===== src/utf8v_pkg.sv =====
// ----------------------------------------------------------------------------
// utf8v_pkg
// Shared widths, limits and decode helpers for the UTF-8 stream validator.
// ----------------------------------------------------------------------------
package utf8v_pkg;

	localparam int unsigned ByteW  = 8;
	localparam int unsigned LenW   = 3;
	localparam int unsigned AccW   = 31;

	// Code point limits.
	localparam logic [AccW-1:0] CodeLimit  = AccW'(32'h0011_0000);
	localparam logic [AccW-1:0] CodeNonChr = AccW'(32'h0000_FFFE);
	localparam logic [AccW-1:0] SurrLo     = AccW'(32'h0000_D800);
	localparam logic [AccW-1:0] SurrHi     = AccW'(32'h0000_DFFF);

	// Byte classes.
	localparam logic [ByteW-1:0] AsciiEnd  = 8'h80;
	localparam logic [ByteW-1:0] LeadFirst = 8'hC0;
	localparam logic [ByteW-1:0] LeadEnd   = 8'hFE;
	localparam logic [1:0]       ContTag   = 2'b10;

	// Sequence length implied by a lead byte in 0xC0..0xFD.
	function automatic logic [LenW-1:0] lead_len(input logic [ByteW-1:0] b);
		logic [LenW-1:0] len;
		if (b < 8'hE0) begin
			len = 3'd2;
		end else if (b < 8'hF0) begin
			len = 3'd3;
		end else if (b < 8'hF8) begin
			len = 3'd4;
		end else if (b < 8'hFC) begin
			len = 3'd5;
		end else begin
			len = 3'd6;
		end
		return len;
	endfunction

	// Payload bits carried by a lead byte of the given length.
	function automatic logic [AccW-1:0] lead_bits(input logic [ByteW-1:0] b,
			input logic [LenW-1:0] len);
		logic [ByteW-1:0] mask;
		mask = 8'h7F >> len;
		return AccW'(b & mask);
	endfunction

	// Smallest code point that a sequence of the given length may spell.
	function automatic logic [AccW-1:0] min_code(input logic [LenW-1:0] len);
		logic [AccW-1:0] lo;
		case (len)
			3'd2:    lo = AccW'(32'h0000_0080);
			3'd3:    lo = AccW'(32'h0000_0800);
			3'd4:    lo = AccW'(32'h0001_0000);
			3'd5:    lo = AccW'(32'h0020_0000);
			3'd6:    lo = AccW'(32'h0400_0000);
			3'd7:    lo = AccW'(32'h0400_0000);
			default: lo = '0;
		endcase
		return lo;
	endfunction

endpackage


===== src/utf8_stream_validator_core.sv =====
// ----------------------------------------------------------------------------
// utf8_stream_validator_core
// Checks zero-terminated byte strings as UTF-8, one byte per beat.
// ----------------------------------------------------------------------------
// Usage:
// Bytes enter on the byte channel (byte_valid, byte_ready, data_byte), one
// byte per beat. A zero byte at a character start ends the string; only
// then does a beat leave on the result channel (res_valid, res_ready,
// valid_res), with valid_res high when the whole string was valid UTF-8.
// Zero bytes inside a multi-byte sequence are errors and end nothing.
// Path: a byte is captured in the input register, decoded there by one
// level of logic (continuation shift, range compares), and the verdict is
// then registered in the result register.
// Throughput: one byte per cycle while no terminating zero stalls, set by
// the single decode stage that updates the decoder state on each byte.
// Stalls: while a verdict waits in the result register, bytes keep flowing;
// only a second terminating zero stalls in the input register, and
// byte_ready drops until the receiver takes the waiting verdict.
// Reset: arst_n clears the decoder state and both valid flags.
// ----------------------------------------------------------------------------
module utf8_stream_validator_core (
	input  logic       clk,
	input  logic       arst_n,
	input  logic       byte_valid,
	output logic       byte_ready,
	input  logic [7:0] data_byte,
	output logic       res_valid,
	input  logic       res_ready,
	output logic       valid_res
);

	localparam int unsigned LenW = utf8v_pkg::LenW;
	localparam int unsigned AccW = utf8v_pkg::AccW;

	// Input register.
	logic       valid_s1;
	logic [7:0] byte_s1;

	// Decoder state.
	logic            error_q;
	logic [LenW-1:0] left_q;
	logic [LenW-1:0] len_q;
	logic [AccW-1:0] acc_q;

	// Next-state values.
	logic            error_n;
	logic [LenW-1:0] left_n;
	logic [LenW-1:0] len_n;
	logic [AccW-1:0] acc_n;
	logic            emit;
	logic            advance;
	logic [AccW-1:0] acc_shift;
	logic [LenW-1:0] len_lead;
	logic            code_ok;

	// Continuation assembly and final code point check.
	assign acc_shift = {acc_q[AccW-7:0], byte_s1[5:0]};
	assign len_lead  = utf8v_pkg::lead_len(byte_s1);
	assign code_ok   = (acc_shift >= utf8v_pkg::min_code(len_q))
		&& (acc_shift < utf8v_pkg::CodeLimit)
		&& (acc_shift != utf8v_pkg::CodeNonChr)
		&& !((acc_shift >= utf8v_pkg::SurrLo) && (acc_shift <= utf8v_pkg::SurrHi));

	// Decode one byte against the current state.
	always_comb begin
		error_n = error_q;
		left_n  = left_q;
		len_n   = len_q;
		acc_n   = acc_q;
		emit    = 1'b0;
		if (left_q == '0) begin
			if (byte_s1 == '0) begin
				emit    = 1'b1;
				error_n = 1'b0;
				len_n   = '0;
				acc_n   = '0;
			end else if (error_q || byte_s1 < utf8v_pkg::AsciiEnd) begin
				error_n = error_q;
			end else if (byte_s1 < utf8v_pkg::LeadFirst || byte_s1 >= utf8v_pkg::LeadEnd) begin
				error_n = 1'b1;
				len_n   = '0;
				acc_n   = '0;
			end else begin
				len_n  = len_lead;
				left_n = len_lead - 3'd1;
				acc_n  = utf8v_pkg::lead_bits(byte_s1, len_lead);
			end
		end else if (byte_s1[7:6] != utf8v_pkg::ContTag) begin
			error_n = 1'b1;
			left_n  = '0;
			len_n   = '0;
			acc_n   = '0;
		end else begin
			left_n = left_q - 3'd1;
			acc_n  = acc_shift;
			if (left_q == 3'd1) begin
				len_n = '0;
				acc_n = '0;
				if (!code_ok) begin
					error_n = 1'b1;
				end
			end
		end
	end

	// The decode stage moves unless it must emit into a full result register that is not being taken.
	assign advance    = valid_s1 && (!emit || !res_valid || res_ready);
	assign byte_ready = !valid_s1 || advance;

	// Input register.
	always_ff @(posedge clk or negedge arst_n) begin
		if (!arst_n) begin
			valid_s1 <= 1'b0;
		end else if (byte_ready) begin
			valid_s1 <= byte_valid;
		end
	end

	always_ff @(posedge clk) begin
		if (byte_ready && byte_valid) begin
			byte_s1 <= data_byte;
		end
	end

	// Decoder state update.
	always_ff @(posedge clk or negedge arst_n) begin
		if (!arst_n) begin
			error_q <= 1'b0;
			left_q  <= '0;
			len_q   <= '0;
			acc_q   <= '0;
		end else if (advance) begin
			error_q <= error_n;
			left_q  <= left_n;
			len_q   <= len_n;
			acc_q   <= acc_n;
		end
	end

	// Result register.
	always_ff @(posedge clk or negedge arst_n) begin
		if (!arst_n) begin
			res_valid <= 1'b0;
		end else if (advance && emit) begin
			res_valid <= 1'b1;
		end else if (res_ready) begin
			res_valid <= 1'b0;
		end
	end

	always_ff @(posedge clk) begin
		if (advance && emit) begin
			valid_res <= !error_q;
		end
	end

endmodule


===== config.mk =====
export PLATFORM = sky130hd
export DESIGN_NAME = utf8_stream_validator_core
export DESIGN_NICKNAME = d
export VERILOG_FILES = /design/src/utf8v_pkg.sv /design/src/utf8_stream_validator_core.sv
export SDC_FILE = /design/constraint.sdc
export NUM_CORES = 1
export LEC_CHECK = 0
export ABC_AREA = 1
export ABC_CLOCK_PERIOD_IN_PS = 3900
export BUFFER_PORTS_ARGS = -buffer_cell sky130_fd_sc_hd__buf_2
export CORE_MARGIN = 3
export CORE_UTILIZATION = 50
export CTS_CLUSTER_SIZE = 14
export DETAILED_ROUTE_END_ITERATION = 16
export MAX_ROUTING_LAYER = met4
export PLACE_DENSITY = 0.8
export SETUP_SLACK_MARGIN = 0.15
export SYNTH_ARGS = -nofsm -noshare
export SYNTH_HDL_FRONTEND = slang
export SYNTH_SLANG_ARGS = --single-unit

===== constraint.sdc =====
create_clock -name clk -period 3.9 [get_ports clk]
set_clock_uncertainty 0.2 [all_clocks]
set_input_delay 0.195 -clock clk [delete_from_list [all_inputs] [get_ports clk]]
set_output_delay 0.195 -clock clk [all_outputs]
set_load 0.03 [all_outputs]

# Word level (Yosys, flattened, before mapping)

Index checks and enable logic that the tools add are counted.

Shift operators: 1
Bitwise operators: 1
Multipliers: 0
Eq/ne operators: 15
Reductions and logical operators: 26
Mux-type cells: 33
$add $sub $neg: 2
Order comparisons: 11
Div/mod/pow operators: 0

Operators by type and width:

| operator             | count |
|---|---|
| $pmux 27 s5          | 1 |
| $mux 25              | 5 |
| $lt 8x8->1 const B   | 6 |
| $mux 3               | 13 |
| $ge 31x16->1 const B | 1 |
| $ge 31x27->1         | 1 |
| $le 31x16->1 const B | 1 |
| $lt 31x21->1 const B | 1 |
| $ne 31x16->1 const B | 1 |
| $eq 3x3->1 const B   | 4 |
| $mux 1               | 11 |
| $and 8x8->8          | 1 |
| $ge 8x8->1 const B   | 1 |
| $logic_not 8->1      | 1 |
| $mux 8               | 1 |
| $ne 2x2->1 const B   | 4 |
| $shr 7x3->8 const A  | 1 |
| $logic_and 1x1->1    | 7 |
| $eq 3x2->1 const B   | 2 |
| $ne 3x1->1 const B   | 2 |
| $sub 3x1->3 const B  | 2 |
| $logic_not 1->1      | 5 |
| $logic_or 1x1->1     | 5 |
| $reduce_and 5->1     | 1 |
| other kinds (10)     | 11 |

Input bits: 12
Register bits: 43
Latch bits: 0
ROM bits: 0
Memories: 0
Output and inout bits: 3
Memory bits (writable): 0

# Longest topological paths before layout

Gate-level depths: netlist of run 1.

Word-level depth: 11
Depth in mapped cells: 15

# Least setup slack after synthesis of run 1

No wires, ideal clock.

Path type: register -> register
From: register left_q[0]
To: register byte_s1[0] (enable)
Stages on the path, launching flop included: 10
Slack: 1,797 ps
Arrival time: 1,630 ps
Required time: 3,427 ps
Library setup time: 273 ps
Path through: dfrtp_1 > inv_1 > ha_1 > inv_1 > nor2_4 > inv_2 > nor3_4 > nand3_1 > nand2_1 > inv_1

Cells in the longest elaborated chain, start to end: 8

RTL lines:

| item                           | RTL line                          | RTL |
|---|---|---|
| start, declared                | utf8_stream_validator_core.sv:41  | `logic [LenW-1:0] left_q;` |
| start signal, assigned         | utf8_stream_validator_core.sv:134 | `left_q <= left_n;` |
| $logic_not 3->1                | utf8_stream_validator_core.sv:71  | `if (left_q == '0) begin` |
| $mux 1                         | utf8_stream_validator_core.sv:71  |  |
| $logic_not 1->1                | utf8_stream_validator_core.sv:107 | `assign advance = valid_s1 && (!emit \|\| !res_valid \|\| res_ready);` |
| $logic_or 1x1->1 (2 in series) | utf8_stream_validator_core.sv:107 |  |
| $logic_and 1x1->1              | utf8_stream_validator_core.sv:107 |  |
| $logic_or 1x1->1               | utf8_stream_validator_core.sv:108 | `assign byte_ready = !valid_s1 \|\| advance;` |
| via byte_ready                 | utf8_stream_validator_core.sv:25  | `output logic byte_ready,` |
| $logic_and 1x1->1              | utf8_stream_validator_core.sv:120 | `if (byte_ready && byte_valid) begin` |
| end signal, assigned           | utf8_stream_validator_core.sv:121 | `byte_s1 <= data_byte;` |
| end, declared                  | utf8_stream_validator_core.sv:37  | `logic [7:0] byte_s1;` |

The timed path passes the listed nets, and every way through them passes these cells.
A chain may end at the register's enable or synchronous reset.

# Worst setup path after layout of run 1

From: register left_q[0]
To: register acc_q[1]

Cells in the longest elaborated chain, start to end: 7
Elaborated cells between the ends (all ways): 12
Classes of those cells: eq/ne: 2; mux: 4; reduce/logical: 6

RTL lines:

| item                              | RTL line                          | RTL |
|---|---|---|
| $logic_not 3->1                   | utf8_stream_validator_core.sv:71  |  |
| $mux 1                            | utf8_stream_validator_core.sv:71  |  |
| $logic_not 1->1                   | utf8_stream_validator_core.sv:107 |  |
| $logic_or 1x1->1 (2 in series)    | utf8_stream_validator_core.sv:107 |  |
| $logic_and 1x1->1                 | utf8_stream_validator_core.sv:107 |  |
| $reduce_and 2->1 (no source line) | --                                |  |
| end signal, assigned              | utf8_stream_validator_core.sv:136 | `acc_q <= acc_n;` |
| end, declared                     | utf8_stream_validator_core.sv:43  | `logic [AccW-1:0] acc_q;` |

Several ways; a longest one is shown, not always the timed one.

==> reports/metrics.yaml, run 1 <==
critical_path:
  startpoint: "left_q[0]"
  cp_slowest_cell: "dfrtp_1"
  crit_arrival_ns: 2.35
  rr_worst_depth: 13
  cp-start-kind: "flop"
  worstSetupPathType: "reg -> reg"
  worstReg2RegEnd: "acc_q[1]"
  path_cells: "inv_1, ha_1, inv_1, nor2_4, inv_2, nor3_4, nand2_1, nand2_1, inv_2, nand2_4, inv_4, nand4_1, o21ai_2"
  worstPathMaxFanout: 31
  crit_end: "acc_q[1]"
  rr_startpoint: "left_q[0]"
  required_ns: 3.89
  crit_path_end_kind: "flop"
  slowest_delay_ns: 0.41
  worst-r2r-setup-slack_ns: 1.54
timing:
  period_minus_slack_ns: 2.359
  fin_crit_sh_pct: 60.49
  hold_viol: 0
  slew_headroom_pct: 48.44
  finalSetupViolCount: 0
  drv_slew: 0
  worst_pin_slew_ns: 0.7733
  tns_ns: 0
  clock.fmax_mhz: 423.9
  rsz0062_at_grt: "no"
  worst_slack_ns: 1.541
synth:
  synth_seq_cells: 43
  ys.flop_type: "dfrtp_1"
  syn_avg_cell_area_um2: 7.976
  syn-cell-area_um2: 2552
  yosysMostFrequentCell: "nand2_1"
  async_reset_ff_share_pct: 79.07
  synth-warning-count: 0
  synth_common_cells: "nand2_1, inv_1, nor2_1"
  ys_seq_area_share_pct: 43.92
  netlist_instances: 320
  mappedNetlistNets: 342
  synth.area.top_cells: "dfrtp_1, nand2_1, edfxtp_1"
  yosysTopAreaCellShare_pct: 33.33
  yosysUniqueCellTypes: 30
  yosysTopAreaCell: "dfrtp_1"
  synth-edff-count: 9
final_layout:
  fin_nets: 368
  drive_gt1_share_pct: 13.54
  fin_cells: 414
  diodes: 0
  synthToLayoutAreaGrowth_pct: 12.40
global_route:
  grt_max_degree: 35
  track_usage_pct: 21.68
  grt_pass1_wl_um: 10120
  grt-ovfl-total: 0
  grt_pass1_vias: 2182
  antenna_found_initial: 0
clocking:
  clk_pin_slew_worst_paths_ns: 0.09
  cts_setup_buffers: 0
  numClockSinks: 43
  cts_buffers: 5
  cts-root-buf: "clkbuf_8"
  clock_latency_ns: 0.30
  cts_tree: "yes"
  clock_path_buffers: 2
  cts-htree-levels: 2
detailed_routing:
  drt_iter0_markers: 166
  ant_nets: 0
  dr.pass1.iters: 4
  vias: 2155
  viasPerCell: 5.205
  routedWlPerCell_um: 13.67
  drc: 0
  drt_wl_total_um: 5661
run_status:
  status: "finished, final reports clean"
floorplanning:
  start_util_pct: 52.99
  coreArea_um2: 4817
  die_y_um: 77.45
  io_pins: 15
  die_w_um: 77.45
  fp.dieArea_um2: 5999
  fp-row-count: 25
power_and_ir_drop:
  cellPowerDensity_nw_per_um2: 503.9
  p_leak_uw: 0.001389
  vdd_ir_drop_max_mv: 0.3187
min_path:
  hold_class: "in -> async"
flow_run:
  drv_cap: 0
placement:
  post-place-ws_ns: 1.588
  gp_congestion: 0.9214
  place_inst: 395
  io_buffers: 14
  dpl.hpwl_um: 4052
worst min-delay path by stage:
stage | from | endpoint | slack, ns | cells after the start
floorplan | arst_n | acc_q[0] | -0.30 | 0
global placement | arst_n | acc_q[15] | 0.11 | 1
detailed placement | arst_n | acc_q[16] | 0.11 | 1
CTS | left_q[1] | left_q[1] | 0.30 | 2
global route | acc_q[19] | acc_q[19] | 0.32 | 2
finish | arst_n | acc_q[16] | 0.29 | 2
power breakdown:
| group | internal [uW] | switching (uW) | leakage (uW) |
|---|---|---|---|
| Clock | 191 | 168 | 0.0000581 |
| Combinational | 156 | 340 | 0.000778 |
| Sequential | 524 | 67.4 | 0.000552 |
| Total | 871 | 575 | 0.00139 |
critical path: cells and delay by family (launching register included):
| kind | cells | cell delay [ns] |
|---|---|---|
| AND/OR/NAND/NOR | 6 | 0.89 |
| buffers and inverters | 5 | 0.51 |
| flip-flops | 1 | 0.41 |
| adder cells (fa/ha/maj) | 1 | 0.15 |
| AO/OA/AOI/OAI | 1 | 0.06 |
sequential cells by signal (all words and copies together) (netlist names):
name	flops
byte_s1	8
left_q	3
len_q	3
res_valid	1
error_q	1
valid_s1	1
valid_res	1
acc_q	25
cells in the final DEF, fill, tap and decap left out, types with 5 or more instances in the layout:
cell,count
clkbuf_8,5
inv_1,43
buf_2,14
dfrtp_1,34
a21oi_1,6
ha_1,10
edfxtp_1,9
o31ai_1,6
dlygate4sd3_1,11
nand3_1,36
o21ai_2,15
nand2_1,76
o21ai_0,12
nor2_1,41
kinds of logic (layout without fill, tap and decap cells):
logic type | count (synthesis) | after routing | share of synthesized area (%)
buffers and inverters | 52 | 79 | 9.215
AND/OR/NAND/NOR | 170 | 170 | 29.46
flip-flops | 43 | 43 | 43.92
XOR/XNOR | 2 | 2 | 0.6864
AO/OA/AOI/OAI | 43 | 43 | 11.81
adder cells (fa/ha/maj) | 10 | 10 | 4.902
cell type report:
cell class              count  area (um^2)
fillers                   460         1948
multi-input cells         225         1196
flip-flops and latches     43         1121
repair buffers             25        180.2
inverters                  46        175.2
well taps                  67        83.83
clock buffers               5        68.82
clock inverters             3        43.79
metal layers:
metal	part of all wire [%]	global-route usage, %	vias to the layer above
met5	0	-	-
met4	1.6	6.228	0
met3	4.6	3.828	10
met2	50	36.79	52
met1	44	26.58	1005
li1	-	-	1088
metrics by stage:
step / hold slack [ns] / power, uW / util (%) / area [um^2]
after floorplan: -0.3006 / 1008 / - / 2552
after global placement: 0.1080 / 1065 / 54.94 / 2646
after detailed placement: 0.1133 / 1078 / 54.94 / 2646
after CTS: 0.2986 / 1444 / 59.56 / 2869
after global routing: 0.3230 / 1543 / 59.56 / 2869
final: 0.2948 / 1446 / 59.56 / 2869
repair_timing:
action,CTS,global route
endpoints found under the hold margin,44,0
hold buffers,11,0
gates resized for setup,0,0
endpoints found under the setup margin,0,0
Note: power is estimated with default switching activity, not from simulation.
==> inputs of run 2 (changes only) <==
ABC_AREA = 0   (was 1)
ABC_CLOCK_PERIOD_IN_PS = 2200   (was 3900)
clock period = 2.2 ns   (was 3.9 ns; I/O delays follow)
==> run 2 against run 1 <==
  * The run now ends with negative setup slack left
  * Flip-flop and latch count stayed put
  * Critical endpoint is now error_q
  * Largest cell class unchanged
  * Maximum frequency grew 1.1%
  * Sequential power rose by 74%
  * Worst hold slack lost 0.067 ns
  * Die area shrank 14%
  * Utilization up 9.9 points
  * Via count down 15%
==> reports/metrics.yaml, run 2 <==
synth:
  yosysUniqueCellTypes: 48  # +60%
  ys.flop_type: "dfrtp_1"
  synth-warning-count: 0  # unchanged
  synth_common_cells: "nand2_1, dfrtp_1, o21ai_1"
  async_reset_ff_share_pct: 79.07  # unchanged
  mappedNetlistNets: 238  # -30%
  yosysMostFrequentCell: "nand2_1"
  netlist_instances: 216  # -33%
  yosysTopAreaCell: "dfrtp_1"
  yosysTopAreaCellShare_pct: 39.13  # +5.8 points
  synth-edff-count: 9  # unchanged
  synth.area.top_cells: "dfrtp_1, edfxtp_1, nand2_1"
  syn_avg_cell_area_um2: 10.07  # +26%
  synth_seq_cells: 43  # unchanged
  ys_seq_area_share_pct: 51.55  # +7.6 points
  syn-cell-area_um2: 2175  # -15%
placement:
  io_buffers: 14  # unchanged
  dpl.hpwl_um: 3311  # -18%
  gp_congestion: 0.8363  # -9.2%
final_layout:
  drive_gt1_share_pct: 28.41  # +15 points
  post-route-util_pct: 69.47  # +9.9 points
  diodes: 0  # unchanged
  largest_reg_flops: 25  # unchanged
  layout_common_cells: "nand2_1, dfrtp_1, buf_4, o21ai_1, buf_2"
  reg.largest.list: "acc_q x25, byte_s1 x8"
  synthToLayoutAreaGrowth_pct: 30.55
  fin_nets: 285  # -23%
  final_common_cell: "nand2_1"
  regMostFlops: "acc_q"
timing:
  slew_headroom_pct: 49.68  # +1.2 points
  clock.fmax_mhz: 428.7  # +1.1%
  worst_slack_ns: -0.1328  # -1.674 ns
  finalSetupViolCount: 1  # +1
  period_minus_slack_ns: 2.333  # -0.02632 ns
  fin_crit_sh_pct: 106.0  # +46 points
  hold_viol: 0  # unchanged
  drv_slew: 0  # unchanged
  worst_pin_slew_ns: 0.7548  # -0.01856 ns
  rsz0062_at_grt: "yes"
global_route:
  grt-ovfl-total: 0  # unchanged
  track_usage_pct: 20.48  # -1.2 points
  grt_pass1_wl_um: 7969  # -21%
  grt_max_degree: 35  # unchanged
  grt_pass1_vias: 1766  # -19%
  antenna_found_initial: 0  # unchanged
critical_path:
  worstSetupPathType: "reg -> reg"
  worst-r2r-setup-slack_ns: -0.13  # -1.67 ns
  crit_path_end_kind: "flop"
  worstPathMaxFanout: 5  # -84%
  cp-start-kind: "flop"
  crit_arrival_ns: 2.32  # -0.03 ns
  required_ns: 2.19  # -1.70 ns
power_and_ir_drop:
  power_uw: 2616  # +81%
  vdd_ir_drop_max_mv: 0.4746  # +49%
  cellPowerDensity_nw_per_um2: 921.3  # +83%
  p_leak_uw: 0.001215  # -12%
detailed_routing:
  vias: 1831  # -15%
  routedWlPerCell_um: 15.13  # +11%
  dr.pass1.iters: 4  # unchanged
  viasPerCell: 5.831  # +12%
  drc: 0  # unchanged
  ant_nets: 0  # unchanged
  drt_iter0_markers: 102  # -39%
  drt_wl_total_um: 4752  # -16%
clocking:
  cts-root-buf: "clkbuf_8"
  cts-htree-levels: 2  # unchanged
  clock_path_buffers: 2  # unchanged
  numClockSinks: 43  # unchanged
  cts_tree: "yes"
  clock_latency_ns: 0.29  # about the same
  clk_pin_slew_worst_paths_ns: 0.08  # about the same
  cts_buffers: 5  # unchanged
floorplanning:
  fp-row-count: 23  # -8.0%
  fp.dieArea_um2: 5177  # -14%
  coreArea_um2: 4086  # -15%
  io_pins: 15  # unchanged
  die_y_um: 71.95  # -7.1%
  die_w_um: 71.95  # -7.1%
  start_util_pct: 53.21  # +0.23 points
run_status:
  status: "complete, but fails checks"
  failed_checks: "negative setup slack"
min_path:
  hold_class: "in -> async"
flow_run:
  drv_cap: 0  # unchanged
## run 2: cell types whose count changed in the layout (fill, tap and decap cells not counted), moves of 6 or more
| cell | delta |
|---|---|
| o21ai_2 | -13 |
| nand2_1 | -39 |
| o21ai_0 | -8 |
| o21ai_1 | +18 |
| nand3_1 | -33 |
| nand2_2 | +6 |
| inv_1 | -37 |
| nor2_1 | -36 |
| buf_4 | +20 |
## run 2: final cells by class
type                            instances  area, um^2
Tap cell                               50       62.56
Inverter                                7       26.28
Clock buffer                            7       76.32
Multi-Input combinational cell        158        1135
Clock inverter                          1       30.03
Fill cell                             294        1247
Timing Repair Buffer                   48       387.9
Sequential cell                        43        1121
## run 2: final timing paths
check,start,end,cells past startpoint
worst min register to register,left_q[1],left_q[1],1
max in group asynchronous,arst_n,acc_q[5],2
worst min-delay path,arst_n,acc_q[22],2
worst max-delay path,len_q[1],error_q,8
min in group clk,left_q[1],left_q[1],1
worst max register to register,len_q[1],error_q,8
## run 2: critical path, cell delays in order (launching register included)
cell and delay, ns:
dfrtp_1 0.38, buf_4 0.14, nor3b_2 0.16, ha_1 0.27
or4b_1 0.44, o211ai_1 0.19, a311o_1 0.20, o2111ai_1 0.10
and3_1 0.16
## run 2: per-layer routing
metal,vias to the layer above,global-route usage (%),wire length (um)
li1,882,-,-
met1,895,25.07,2050
met2,47,34.49,2451
met3,7,3.324,162
met4,0,7.098,87
met5,-,-,0
## run 2: report_power, final
part           internal (uW)  switching (uW)  leakage, uW
sequential               925             104     0.000550
clock                    340             250    0.0000524
combinational            444             553     0.000613
total                   1710             907      0.00122
## run 2: what timing repair did
action                                  4_1_cts  5_1_grt
buffers inserted                              4        1
endpoints found under the setup margin       29       38
resized for setup                             6       31
hold buffers                                 11        0
hold endpoints to repair                     44        0
pin swaps                                     2        4
## run 2: cells by family after synthesis
kind of cell | Yosys count | synth area share (%)
AND/OR/NAND/NOR | 89 | 20.54
AO/OA/AOI/OAI | 56 | 17.72
flip-flops | 43 | 51.55
buffers and inverters | 15 | 3.050
adder cells (fa/ha/maj) | 10 | 5.754
multiplexers | 2 | 0.9781
XOR/XNOR | 1 | 0.4028
## run 2: stage by stage
stage,hold slack [ns],setup TNS [ns],std cells,cell area (um^2),setup slack [ns]
2_1_floorplan,-0.3856,-0.04388,216,2198,-0.04388
3_3_place_gp,0.01296,-0.05907,290,2434,-0.05907
3_5_place_dp,0.01777,-0.1177,290,2434,-0.1177
4_1_cts,0.2414,-0.1356,313,2706,-0.1356
5_1_grt,0.2968,-0.2389,314,2839,-0.2389
6_report,0.2283,-0.1328,314,2839,-0.1328
